--- config.mk ---
export PLATFORM = sky130hd
export DESIGN_NAME = keyed_group_sum_count_average
export DESIGN_NICKNAME = d
export VERILOG_FILES = /design/src/hw/rtl/kgsca_pkg.sv /design/src/hw/rtl/kgsca_cam.sv /design/src/hw/rtl/kgsca_store.sv /design/src/hw/rtl/kgsca_avg.sv /design/src/hw/rtl/keyed_group_sum_count_average.sv
export SDC_FILE = /design/constraint.sdc
export NUM_CORES = 2
export LEC_CHECK = 0
export ABC_AREA = 1
export BUFFER_PORTS_ARGS = -buffer_cell sky130_fd_sc_hd__buf_2
export CAP_MARGIN = 20
export CORE_MARGIN = 1
export CORE_UTILIZATION = 43
export DETAILED_ROUTE_END_ITERATION = 10
export SETUP_SLACK_MARGIN = 0.4
export SYNTH_ARGS = -nofsm -noshare
export SYNTH_HDL_FRONTEND = slang
export SYNTH_SLANG_ARGS = --single-unit
--- constraint.sdc ---
create_clock -name clk -period 5.78 [get_ports clk]
set_input_delay 1.734 -clock clk [delete_from_list [all_inputs] [get_ports clk]]
set_output_delay 1.734 -clock clk [all_outputs]
set_load 0.05 [all_outputs]
--- src/hw/rtl/kgsca_pkg.sv ---
`timescale 1ns / 1ps
// ============================================================================
// kgsca_pkg
// Shared widths, limits and controller states of the group-by aggregator.
// ============================================================================
package kgsca_pkg;

  // field widths
  localparam int KEY_FIELD_W = 16;
  localparam int GRADE_W     = 9;
  localparam int CNT_W       = 16;
  localparam int SUM_W       = 25;
  localparam int AVG_W       = 9;
  // 2*sum + count fits in 27 bits
  localparam int NUM_W       = 27;

  localparam int IN_TDATA_W  = 32;
  localparam int IN_TUSER_W  = 2;
  localparam int OUT_TDATA_W = 72;

  localparam logic [GRADE_W-1:0] GRADE_CLIP = 9'd400;
  localparam logic [CNT_W-1:0]   COUNT_MAX  = 16'hFFFF;

  localparam int DEF_MAX_GROUPS = 32;
  localparam int DEF_KEY_WIDTH  = 16;

  typedef enum logic [2:0] {
    S_IDLE,    // waiting for a word
    S_UPD,     // read-modify-write of one record
    S_ERD,     // emission: read row
    S_DSTART,  // emission: row data back, start average
    S_DIV,     // emission: average in progress
    S_OUT,     // emission: hand row to output register
    S_EMPTY    // emission: empty-table row
  } state_t;

endpackage

--- src/hw/rtl/kgsca_cam.sv ---
`timescale 1ns / 1ps
// ============================================================================
// kgsca_cam
// Register CAM of group keys: parallel match over live entries, one write
// port, one registered read port for emission.
// ============================================================================
module kgsca_cam
  import kgsca_pkg::*;
#(
  parameter int MAX_GROUPS = DEF_MAX_GROUPS,
  parameter int KEY_BITS   = DEF_KEY_WIDTH,
  parameter int IDX_W      = 5,
  parameter int USED_W     = 6
) (
  input  logic                clk,
  input  logic [KEY_BITS-1:0] lookup_key,
  input  logic [USED_W-1:0]   used,
  output logic                hit,
  output logic [IDX_W-1:0]    hit_idx,
  input  logic                wr_en,
  input  logic [IDX_W-1:0]    wr_idx,
  input  logic [KEY_BITS-1:0] wr_key,
  input  logic [IDX_W-1:0]    rd_idx,
  output logic [KEY_BITS-1:0] rd_key
);

  logic [KEY_BITS-1:0] keys [MAX_GROUPS];

  // keys are unique among live entries, so an OR of matching indexes suffices
  always_comb begin
    hit     = 1'b0;
    hit_idx = '0;
    for (int i = 0; i < MAX_GROUPS; i++) begin
      if ((used > USED_W'(i)) && (keys[i] == lookup_key)) begin
        hit     = 1'b1;
        hit_idx = hit_idx | IDX_W'(i);
      end
    end
  end

  always_ff @(posedge clk) begin
    if (wr_en) begin
      keys[wr_idx] <= wr_key;
    end
    rd_key <= keys[rd_idx];
  end

endmodule

--- src/hw/rtl/kgsca_store.sv ---
`timescale 1ns / 1ps
// ============================================================================
// kgsca_store
// Count and sum memory, one write and one registered read per cycle.
// ============================================================================
module kgsca_store
  import kgsca_pkg::*;
#(
  parameter int MAX_GROUPS = DEF_MAX_GROUPS,
  parameter int IDX_W      = 5
) (
  input  logic                   clk,
  input  logic                   we,
  input  logic [IDX_W-1:0]       waddr,
  input  logic [CNT_W+SUM_W-1:0] wdata,
  input  logic                   re,
  input  logic [IDX_W-1:0]       raddr,
  output logic [CNT_W+SUM_W-1:0] rdata
);

  logic [CNT_W+SUM_W-1:0] mem [MAX_GROUPS];

  always_ff @(posedge clk) begin
    if (we) begin
      mem[waddr] <= wdata;
    end
    if (re) begin
      rdata <= mem[raddr];
    end
  end

endmodule

--- src/hw/rtl/kgsca_avg.sv ---
`timescale 1ns / 1ps
// ============================================================================
// kgsca_avg
// Rounded average (2*sum + count) / (2*count), one quotient bit a cycle.
// ============================================================================
module kgsca_avg
  import kgsca_pkg::*;
(
  input  logic             clk,
  input  logic             rst,
  input  logic             start,
  input  logic [SUM_W-1:0] sum,
  input  logic [CNT_W-1:0] cnt,
  output logic             done,
  output logic [AVG_W-1:0] quot
);

  localparam int STEP_W = $clog2(AVG_W);

  logic [NUM_W-1:0]  rem;
  logic [NUM_W-1:0]  dsh;
  logic [AVG_W-1:0]  q;
  logic [STEP_W-1:0] step;
  logic              busy;
  logic              zero_den;
  logic              ge;

  assign ge   = (rem >= dsh);
  assign quot = zero_den ? '0 : q;

  always_ff @(posedge clk) begin
    if (rst) begin
      busy <= 1'b0;
      done <= 1'b0;
    end else begin
      done <= 1'b0;
      if (start) begin
        busy <= 1'b1;
      end else if (busy && (step == STEP_W'(AVG_W - 1))) begin
        busy <= 1'b0;
        done <= 1'b1;
      end
    end
  end

  always_ff @(posedge clk) begin
    if (start) begin
      rem      <= (NUM_W'(sum) << 1) + NUM_W'(cnt);
      // 2*count aligned to the top quotient bit
      dsh      <= NUM_W'(cnt) << AVG_W;
      q        <= '0;
      step     <= '0;
      zero_den <= (cnt == '0);
    end else if (busy) begin
      rem  <= ge ? (rem - dsh) : rem;
      q    <= {q[AVG_W-2:0], ge};
      dsh  <= dsh >> 1;
      step <= step + STEP_W'(1);
    end
  end

endmodule

--- src/hw/rtl/keyed_group_sum_count_average.sv ---
`timescale 1ns / 1ps
// ============================================================================
// keyed_group_sum_count_average
// Group-by aggregator: per-key count, sum and rounded average.
// ============================================================================
// Usage:
//   Input words arrive on the s_axis group. A record word (tuser[0] = 0) with
//   tuser[1] set adds its grade (clipped to 400) to its key's group; a new key
//   takes the next free row, and is dropped when all MAX_GROUPS rows are used.
//   An inactive record is taken and ignored. An end word (tuser[0] = 1) sends
//   one row per group on m_axis in order of first appearance, tlast on the
//   final row, then empties the table; an empty table gives one row with
//   tuser = 0 (no group) and tlast = 1.
//   A record is accepted, then does a read-modify-write of the count/sum
//   memory; an inactive record is only accepted. An end word takes, for
//   each group, a memory read, a 9-step shift-subtract average unit and
//   the output load; the average unit takes the longest of these.
//   s_axis_tready is high only while the controller is idle.
//   m_axis has a single output register; while the receiver stalls, the
//   emission waits at the load step and resumes when the row is taken.
//   Records may be accepted while a finished row still waits on m_axis.
//   Reset (rst, synchronous) empties the table and drops a pending row; row
//   storage itself is not cleared.
// ============================================================================
module keyed_group_sum_count_average
  import kgsca_pkg::*;
#(
  parameter int MAX_GROUPS = DEF_MAX_GROUPS,
  parameter int KEY_WIDTH  = DEF_KEY_WIDTH
) (
  input  logic                   clk,
  input  logic                   rst,
  input  logic                   s_axis_tvalid,
  output logic                   s_axis_tready,
  // [15:0] group_key, [24:16] grade_hundredths, [31:25] zero
  input  logic [IN_TDATA_W-1:0]  s_axis_tdata,
  // [0] func, [1] is_active
  input  logic [IN_TUSER_W-1:0]  s_axis_tuser,
  output logic                   m_axis_tvalid,
  input  logic                   m_axis_tready,
  // [15:0] out_key, [31:16] member_count, [56:32] value_sum,
  // [65:57] average_hundredths, [71:66] zero
  output logic [OUT_TDATA_W-1:0] m_axis_tdata,
  // [0] row_present
  output logic                   m_axis_tuser,
  // last_row
  output logic                   m_axis_tlast
);

  // keys compare on their low KEY_WIDTH bits, at most the field width
  localparam int KW     = (KEY_WIDTH < KEY_FIELD_W) ? KEY_WIDTH : KEY_FIELD_W;
  localparam int IDX_W  = (MAX_GROUPS > 1) ? $clog2(MAX_GROUPS) : 1;
  localparam int USED_W = $clog2(MAX_GROUPS + 1);
  localparam int PAD_W  = OUT_TDATA_W - KEY_FIELD_W - CNT_W - SUM_W - AVG_W;

  state_t state, state_next;

  // input word decode
  logic               in_func;
  logic               in_active;
  logic [KW-1:0]      in_key;
  logic [GRADE_W-1:0] in_grade;
  logic               accept;

  assign in_func   = s_axis_tuser[0];
  assign in_active = s_axis_tuser[1];
  assign in_key    = s_axis_tdata[KW-1:0];
  assign in_grade  = s_axis_tdata[KEY_FIELD_W +: GRADE_W];
  assign accept    = s_axis_tvalid && s_axis_tready;

  // table control
  logic [USED_W-1:0]  used;
  logic [IDX_W-1:0]   emit_idx;
  logic               emit_last;

  // record held between accept and update
  logic               rec_hit;
  logic [IDX_W-1:0]   rec_idx;
  logic [KW-1:0]      rec_key;
  logic [GRADE_W-1:0] rec_grade;

  // CAM
  logic               cam_hit;
  logic [IDX_W-1:0]   cam_hit_idx;
  logic               cam_we;
  logic [KW-1:0]      cam_rd_key;

  // count/sum memory
  logic                   mem_we;
  logic [IDX_W-1:0]       mem_waddr;
  logic [CNT_W+SUM_W-1:0] mem_wdata;
  logic                   mem_re;
  logic [IDX_W-1:0]       mem_raddr;
  logic [CNT_W+SUM_W-1:0] mem_rdata;
  logic [CNT_W-1:0]       rd_cnt;
  logic [SUM_W-1:0]       rd_sum;

  // average unit
  logic               div_start;
  logic               div_done;
  logic [AVG_W-1:0]   div_quot;

  // row being emitted
  logic [KW-1:0]      row_key;
  logic [CNT_W-1:0]   row_cnt;
  logic [SUM_W-1:0]   row_sum;

  logic               out_free;
  logic               load_row;
  logic               load_empty;
  logic               table_full;

  assign rd_cnt     = mem_rdata[SUM_W +: CNT_W];
  assign rd_sum     = mem_rdata[SUM_W-1:0];
  assign out_free   = !m_axis_tvalid || m_axis_tready;
  assign emit_last  = ((USED_W'(emit_idx) + USED_W'(1)) == used);
  assign table_full = (used >= USED_W'(MAX_GROUPS));

  kgsca_cam #(
    .MAX_GROUPS (MAX_GROUPS),
    .KEY_BITS   (KW),
    .IDX_W      (IDX_W),
    .USED_W     (USED_W)
  ) u_cam (
    .clk        (clk),
    .lookup_key (in_key),
    .used       (used),
    .hit        (cam_hit),
    .hit_idx    (cam_hit_idx),
    .wr_en      (cam_we),
    .wr_idx     (used[IDX_W-1:0]),
    .wr_key     (rec_key),
    .rd_idx     (emit_idx),
    .rd_key     (cam_rd_key)
  );

  kgsca_store #(
    .MAX_GROUPS (MAX_GROUPS),
    .IDX_W      (IDX_W)
  ) u_store (
    .clk   (clk),
    .we    (mem_we),
    .waddr (mem_waddr),
    .wdata (mem_wdata),
    .re    (mem_re),
    .raddr (mem_raddr),
    .rdata (mem_rdata)
  );

  kgsca_avg u_avg (
    .clk   (clk),
    .rst   (rst),
    .start (div_start),
    .sum   (rd_sum),
    .cnt   (rd_cnt),
    .done  (div_done),
    .quot  (div_quot)
  );

  // next state
  always_comb begin
    state_next = state;
    unique case (state)
      S_IDLE: begin
        if (accept) begin
          if (in_func) begin
            state_next = (used == '0) ? S_EMPTY : S_ERD;
          end else if (in_active) begin
            state_next = S_UPD;
          end
        end
      end
      S_UPD:    state_next = S_IDLE;
      S_ERD:    state_next = S_DSTART;
      S_DSTART: state_next = S_DIV;
      S_DIV: begin
        if (div_done) begin
          state_next = S_OUT;
        end
      end
      S_OUT: begin
        if (out_free) begin
          state_next = emit_last ? S_IDLE : S_ERD;
        end
      end
      S_EMPTY: begin
        if (out_free) begin
          state_next = S_IDLE;
        end
      end
      default: state_next = S_IDLE;
    endcase
  end

  // control outputs
  always_comb begin
    s_axis_tready = 1'b0;
    mem_re        = 1'b0;
    mem_raddr     = cam_hit_idx;
    mem_we        = 1'b0;
    mem_waddr     = rec_idx;
    mem_wdata     = {rd_cnt + CNT_W'(1), rd_sum + SUM_W'(rec_grade)};
    cam_we        = 1'b0;
    div_start     = 1'b0;
    load_row      = 1'b0;
    load_empty    = 1'b0;
    unique case (state)
      S_IDLE: begin
        s_axis_tready = 1'b1;
        mem_re        = accept;
      end
      S_UPD: begin
        if (rec_hit) begin
          // a saturated group drops the record whole
          mem_we = (rd_cnt != COUNT_MAX);
        end else if (!table_full) begin
          mem_we    = 1'b1;
          mem_waddr = used[IDX_W-1:0];
          mem_wdata = {CNT_W'(1), SUM_W'(rec_grade)};
          cam_we    = 1'b1;
        end
      end
      S_ERD: begin
        mem_re    = 1'b1;
        mem_raddr = emit_idx;
      end
      S_DSTART: div_start  = 1'b1;
      S_DIV:    ;
      S_OUT:    load_row   = out_free;
      S_EMPTY:  load_empty = out_free;
      default:  ;
    endcase
  end

  always_ff @(posedge clk) begin
    if (rst) begin
      state    <= S_IDLE;
      used     <= '0;
      emit_idx <= '0;
    end else begin
      state <= state_next;
      if (cam_we) begin
        used <= used + USED_W'(1);
      end
      if (accept) begin
        emit_idx <= '0;
      end else if (load_row) begin
        if (emit_last) begin
          used <= '0;
        end else begin
          emit_idx <= emit_idx + IDX_W'(1);
        end
      end
    end
  end

  // record and row holding registers
  always_ff @(posedge clk) begin
    if (accept) begin
      rec_hit   <= cam_hit;
      rec_idx   <= cam_hit_idx;
      rec_key   <= in_key;
      rec_grade <= (in_grade > GRADE_CLIP) ? GRADE_CLIP : in_grade;
    end
    if (div_start) begin
      row_key <= cam_rd_key;
      row_cnt <= rd_cnt;
      row_sum <= rd_sum;
    end
  end

  // output register
  always_ff @(posedge clk) begin
    if (rst) begin
      m_axis_tvalid <= 1'b0;
    end else if (load_row || load_empty) begin
      m_axis_tvalid <= 1'b1;
    end else if (m_axis_tready) begin
      m_axis_tvalid <= 1'b0;
    end
  end

  always_ff @(posedge clk) begin
    if (load_row) begin
      m_axis_tdata <= {PAD_W'(0), div_quot, row_sum, row_cnt, KEY_FIELD_W'(row_key)};
      m_axis_tuser <= 1'b1;
      m_axis_tlast <= emit_last;
    end else if (load_empty) begin
      m_axis_tdata <= '0;
      m_axis_tuser <= 1'b0;
      m_axis_tlast <= 1'b1;
    end
  end

endmodule

==> summary by stage <==
Status
The flow ran to the end, but the final reports show violations. The final reports fail on antenna violations.

STA
Setup violations remaining at the end of the flow were counted as 0. The achievable frequency is 192 MHz. Setup repair after global routing left no endpoint under its margin.

The max-slew violation count is 0. For the pin with the worst max-slew slack, the measured transition is 1.14 ns. The fraction of the cycle the final worst path needs is 90.2%.

The worst-case clock skew is 0.0819 ns. The worst path in the final design needs a cycle of 5.21 ns, including I/O delays and setup. The count of endpoints failing hold in the final timing report is 0.

Headroom to the max-slew limit came out at 23.4%. After routing, the total negative slack on setup checks comes to 0 ns.

Clock network
Clock-pin slew was measured on the worst setup and hold paths at 0.06 ns. The latest clock arrival within the worst-skew pair is 0.93 ns. The CTS buffer count is 222.

The H-tree depth reported by CTS is 4. The CTS tree is done. Clock tree synthesis found a total of 2120 sinks. The largest buffer count on any clock path is 3. In this run the clock root is driven by a sky130_fd_sc_hd__clkbuf_16.

Logic synthesis
Counting flops and latches in the post-synthesis netlist gives 2120. The number of unique standard cell types used by synthesis is 57. In the synthesized netlist the async set-or-reset flop fraction comes to 0%. Yosys mapped a number of flops with a built-in enable equal to 2064. The most used flip-flop cell after synthesis is sky130_fd_sc_hd__edfxtp_1.

The average cell area after synthesis is 9.56 sq um. The share of the yosys chip area belonging to registers is 61.6%. The proportion of netlist area held by the largest area contributor is 60.5%. In this run the cell area of the synthesized design comes to 102000 sq um. After synthesis, the cell types taking the most area are sky130_fd_sc_hd__edfxtp_1 60%, sky130_fd_sc_hd__nand2_1 8.6%, sky130_fd_sc_hd__nand3_1 7.8%, sky130_fd_sc_hd__inv_1 5.9%, sky130_fd_sc_hd__nor2_1 2.7%. The post-synthesis cell count is 10721. Yosys printed 0 warnings. The top cell type by total area after synthesis is sky130_fd_sc_hd__edfxtp_1.

Final layout
The multi-input gate area in the final layout is 31100 sq um. The area growth from synthesis to layout is 14.2%. At the end of the flow, the number of nets in the layout was 11001. The filler cell count in the final layout is 21395.

The share of layout cells above drive strength 1 is 8.98%. Leaving out fill and tap cells, the most frequent cell in the layout is sky130_fd_sc_hd__nand2_1. The final non-filler cell area is 117000 sq um. Leaving out fill and tap cells, the most frequent cells in the layout are 2357 x sky130_fd_sc_hd__nand2_1, 2064 x sky130_fd_sc_hd__edfxtp_1, 1609 x sky130_fd_sc_hd__inv_1. Registers take 63100 sq um.

Global route
The number of antenna violations at the first check in global routing is 29. The largest net degree at the start of global routing is 144. Across every metal layer, demand over resource in global routing totals 29.7%. The total global routing overflow is 0.

The first-pass GRT wire length is 519000 um. The number of global-route vias before repair is 74019.

Critical path
The kind of cell with the highest combined delay along the critical path is simple AND/OR/NAND/NOR gates. The critical path arrival is 5.69 ns. In this run the worst path has a maximum fanout of 29. In this design, the stage delay of the slowest critical-path cell is 0.86 ns. The critical path's slowest cell is sky130_fd_sc_hd__o21ai_0. Walking the worst path, the cells encountered are inv_1 -> nor2_1 -> nand2_1 -> nor3_2 -> clkinv_1 -> o21ai_0 -> nand3_1 -> buf_4 -> nor2_4 -> buf_4. Measured in cells, the most critical reg-to-reg path has a length of 10. The critical path required time is 6.26 ns. The critical path's most frequent cell is sky130_fd_sc_hd__buf_4. The critical path runs through a total of 10 cells. STA classifies the critical path startpoint as a register. The critical path is of the register to register type. The worst setup path is captured at a register. The buffer and inverter count on the worst path is 4.

Floorplanning
114 I/O pins were placed. The initial utilization of the core area, before any placement, comes to 43.4%. The core area is 236000 sq um. Measured along the x axis, the die boundary spans 490 um. The floorplan step defined a die boundary enclosing 240000 sq um. After floorplanning, the core was divided into 178 placement rows.

Measured along the y axis, the die boundary spans 490 um.

Drt
For this run, design rule violations remaining after detail routing come to 0. The number of nets with antenna violations after detailed routing is 1. After detailed routing, the number of vias per cell comes to 5.59. After detailed routing, the average wire length per cell comes to 25.6 um.

The final route contains 79747 vias. The final layout contains routed wiring with a total length of 365000 um. The first detailed-routing pass ran for 6 iterations.

The detailed router's first-iteration violation count is 10832.

Flow run
The tool flagged a number of max-cap violations equal to 0.

Hold path
The class of the most critical hold timing path is register to register. Counting instances, the worst hold path has a depth of 0.

Power
For this design the static power due to leakage is 48.3 nW. The completed layout was analyzed and its total power is 52.0 mW. The power per cell area is 444 nW/um^2. IR analysis of the VDD net gives a maximum drop of 0.576 mV.

Placed design
Input and output buffers added on the ports amount to 100. The placed cell area is 110000 sq um. Once detailed placement completed, the half-perimeter wirelength came to 230000 um. The global placer's final weighted congestion is 0.991.
## routing by layer
metal / global-route usage (%) / share of wire, %
met1: 44.2 / 44
met2: 43.2 / 43
met3: 5.68 / 10
met4: 9.77 / 3.2
met5: 0 / 0.024
## what timing repair did
item                       CTS  global route
resized for setup            0             4
setup endpoints to repair    0           473
buffers inserted             0             1
hold buffers                 0             0
## sequential cells by signal (all words and copies together) (netlist names), 3 cells and up
register	count
u_cam.rd_key	16
u_cam.keys	512
u_store.mem	1312
row_cnt	16
rec_idx	5
u_avg.q	9
u_store.rdata	41
state	3
emit_idx	5
row_key	16
u_avg.rem	27
rec_key	16
used	6
m_axis_tdata	66
rec_grade	9
row_sum	25
u_avg.dsh	25
u_avg.step	4
## where the power goes
group	total, mW	internal, mW	switching (mW)
combinational	16.2	4.25	11.9
clock	14.3	8.06	6.25
sequential	21.5	20.7	0.773
total	52.0	33.0	18.9
## Yosys cell counts (8+ instances only)
library cell and n:
sky130_fd_sc_hd__a32oi_1 16, sky130_fd_sc_hd__nand4_1 45, sky130_fd_sc_hd__buf_4 46, sky130_fd_sc_hd__o221ai_1 24, sky130_fd_sc_hd__buf_2 235, sky130_fd_sc_hd__nor4_1 15
sky130_fd_sc_hd__o21ai_0 499, sky130_fd_sc_hd__nand3_1 1589, sky130_fd_sc_hd__nor2_1 750, sky130_fd_sc_hd__inv_2 25, sky130_fd_sc_hd__o21ai_1 8, sky130_fd_sc_hd__xor2_1 105
sky130_fd_sc_hd__a21oi_1 326, sky130_fd_sc_hd__edfxtp_1 2064, sky130_fd_sc_hd__a211oi_1 8, sky130_fd_sc_hd__o22ai_1 22, sky130_fd_sc_hd__xnor2_1 98, sky130_fd_sc_hd__a31oi_1 25
sky130_fd_sc_hd__nand2_1 2361, sky130_fd_sc_hd__dfxtp_1 56, sky130_fd_sc_hd__o211ai_1 14, sky130_fd_sc_hd__or2_2 17, sky130_fd_sc_hd__nand3b_1 292, sky130_fd_sc_hd__ha_1 60
sky130_fd_sc_hd__clkbuf_1 284, sky130_fd_sc_hd__inv_1 1614, sky130_fd_sc_hd__buf_1 13, sky130_fd_sc_hd__nor3_1 41
## area by class of cell
class / instances / area share [%]
timing repair buffer: 533 / 4.66
sequential: 2120 / 53.9
antenna: 18 / 0.0385
tap: 3150 / 3.37
multi-input combinational: 6378 / 26.6
clock buffer: 284 / 5.04
clock inverter: 128 / 1.12
inverter: 1645 / 5.29
## worst reg2reg max path: stages (launching register included)
cell	delay [ns]
sky130_fd_sc_hd__dfxtp_1	0.41
sky130_fd_sc_hd__inv_1	0.06
sky130_fd_sc_hd__nor2_1	0.55
sky130_fd_sc_hd__nand2_1	0.14
sky130_fd_sc_hd__nor3_2	0.17
sky130_fd_sc_hd__clkinv_1	0.48
sky130_fd_sc_hd__o21ai_0	0.86
sky130_fd_sc_hd__nand3_1	0.51
sky130_fd_sc_hd__buf_4	0.35
sky130_fd_sc_hd__nor2_4	0.50
sky130_fd_sc_hd__buf_4	0.76
## cell families after synthesis
group                    after synthesis  share of synthesized area [%]
adder cells (fa/ha/maj)               63                          0.791
buffers and inverters               2228                           8.65
multiplexers                           1                         0.0110
AND/OR/NAND/NOR                     5135                           22.1
flip-flops                          2120                           61.6
AO/OA/AOI/OAI                        970                           5.08
other                                  1                        0.00366
XOR/XNOR                             203                           1.74
## final timing paths
kind / from / endpoint / slack (ns)
worst max register to register: state[0] / u_store.mem[5][0] / 0.57
worst min-delay path: u_cam.rd_key[15] / row_key[15] / 0.40
worst max-delay path: state[0] / u_store.mem[5][0] / 0.57
worst min register to register: u_cam.rd_key[15] / row_key[15] / 0.40
## stage by stage
step           setup slack, ns  util (%)  instances  hold slack, ns
6_report                 0.568      49.6      14256           0.405
5_1_grt                  0.460      49.6      14243           0.406
4_1_cts                  0.410      49.5      14229           0.404
3_5_place_dp            0.0422      46.4      13817           0.390
3_3_place_gp            0.0277      46.4      13808           0.391
2_1_floorplan            0.666         -      10726           0.386
No activity file was read; power rests on OpenSTA's default activity.
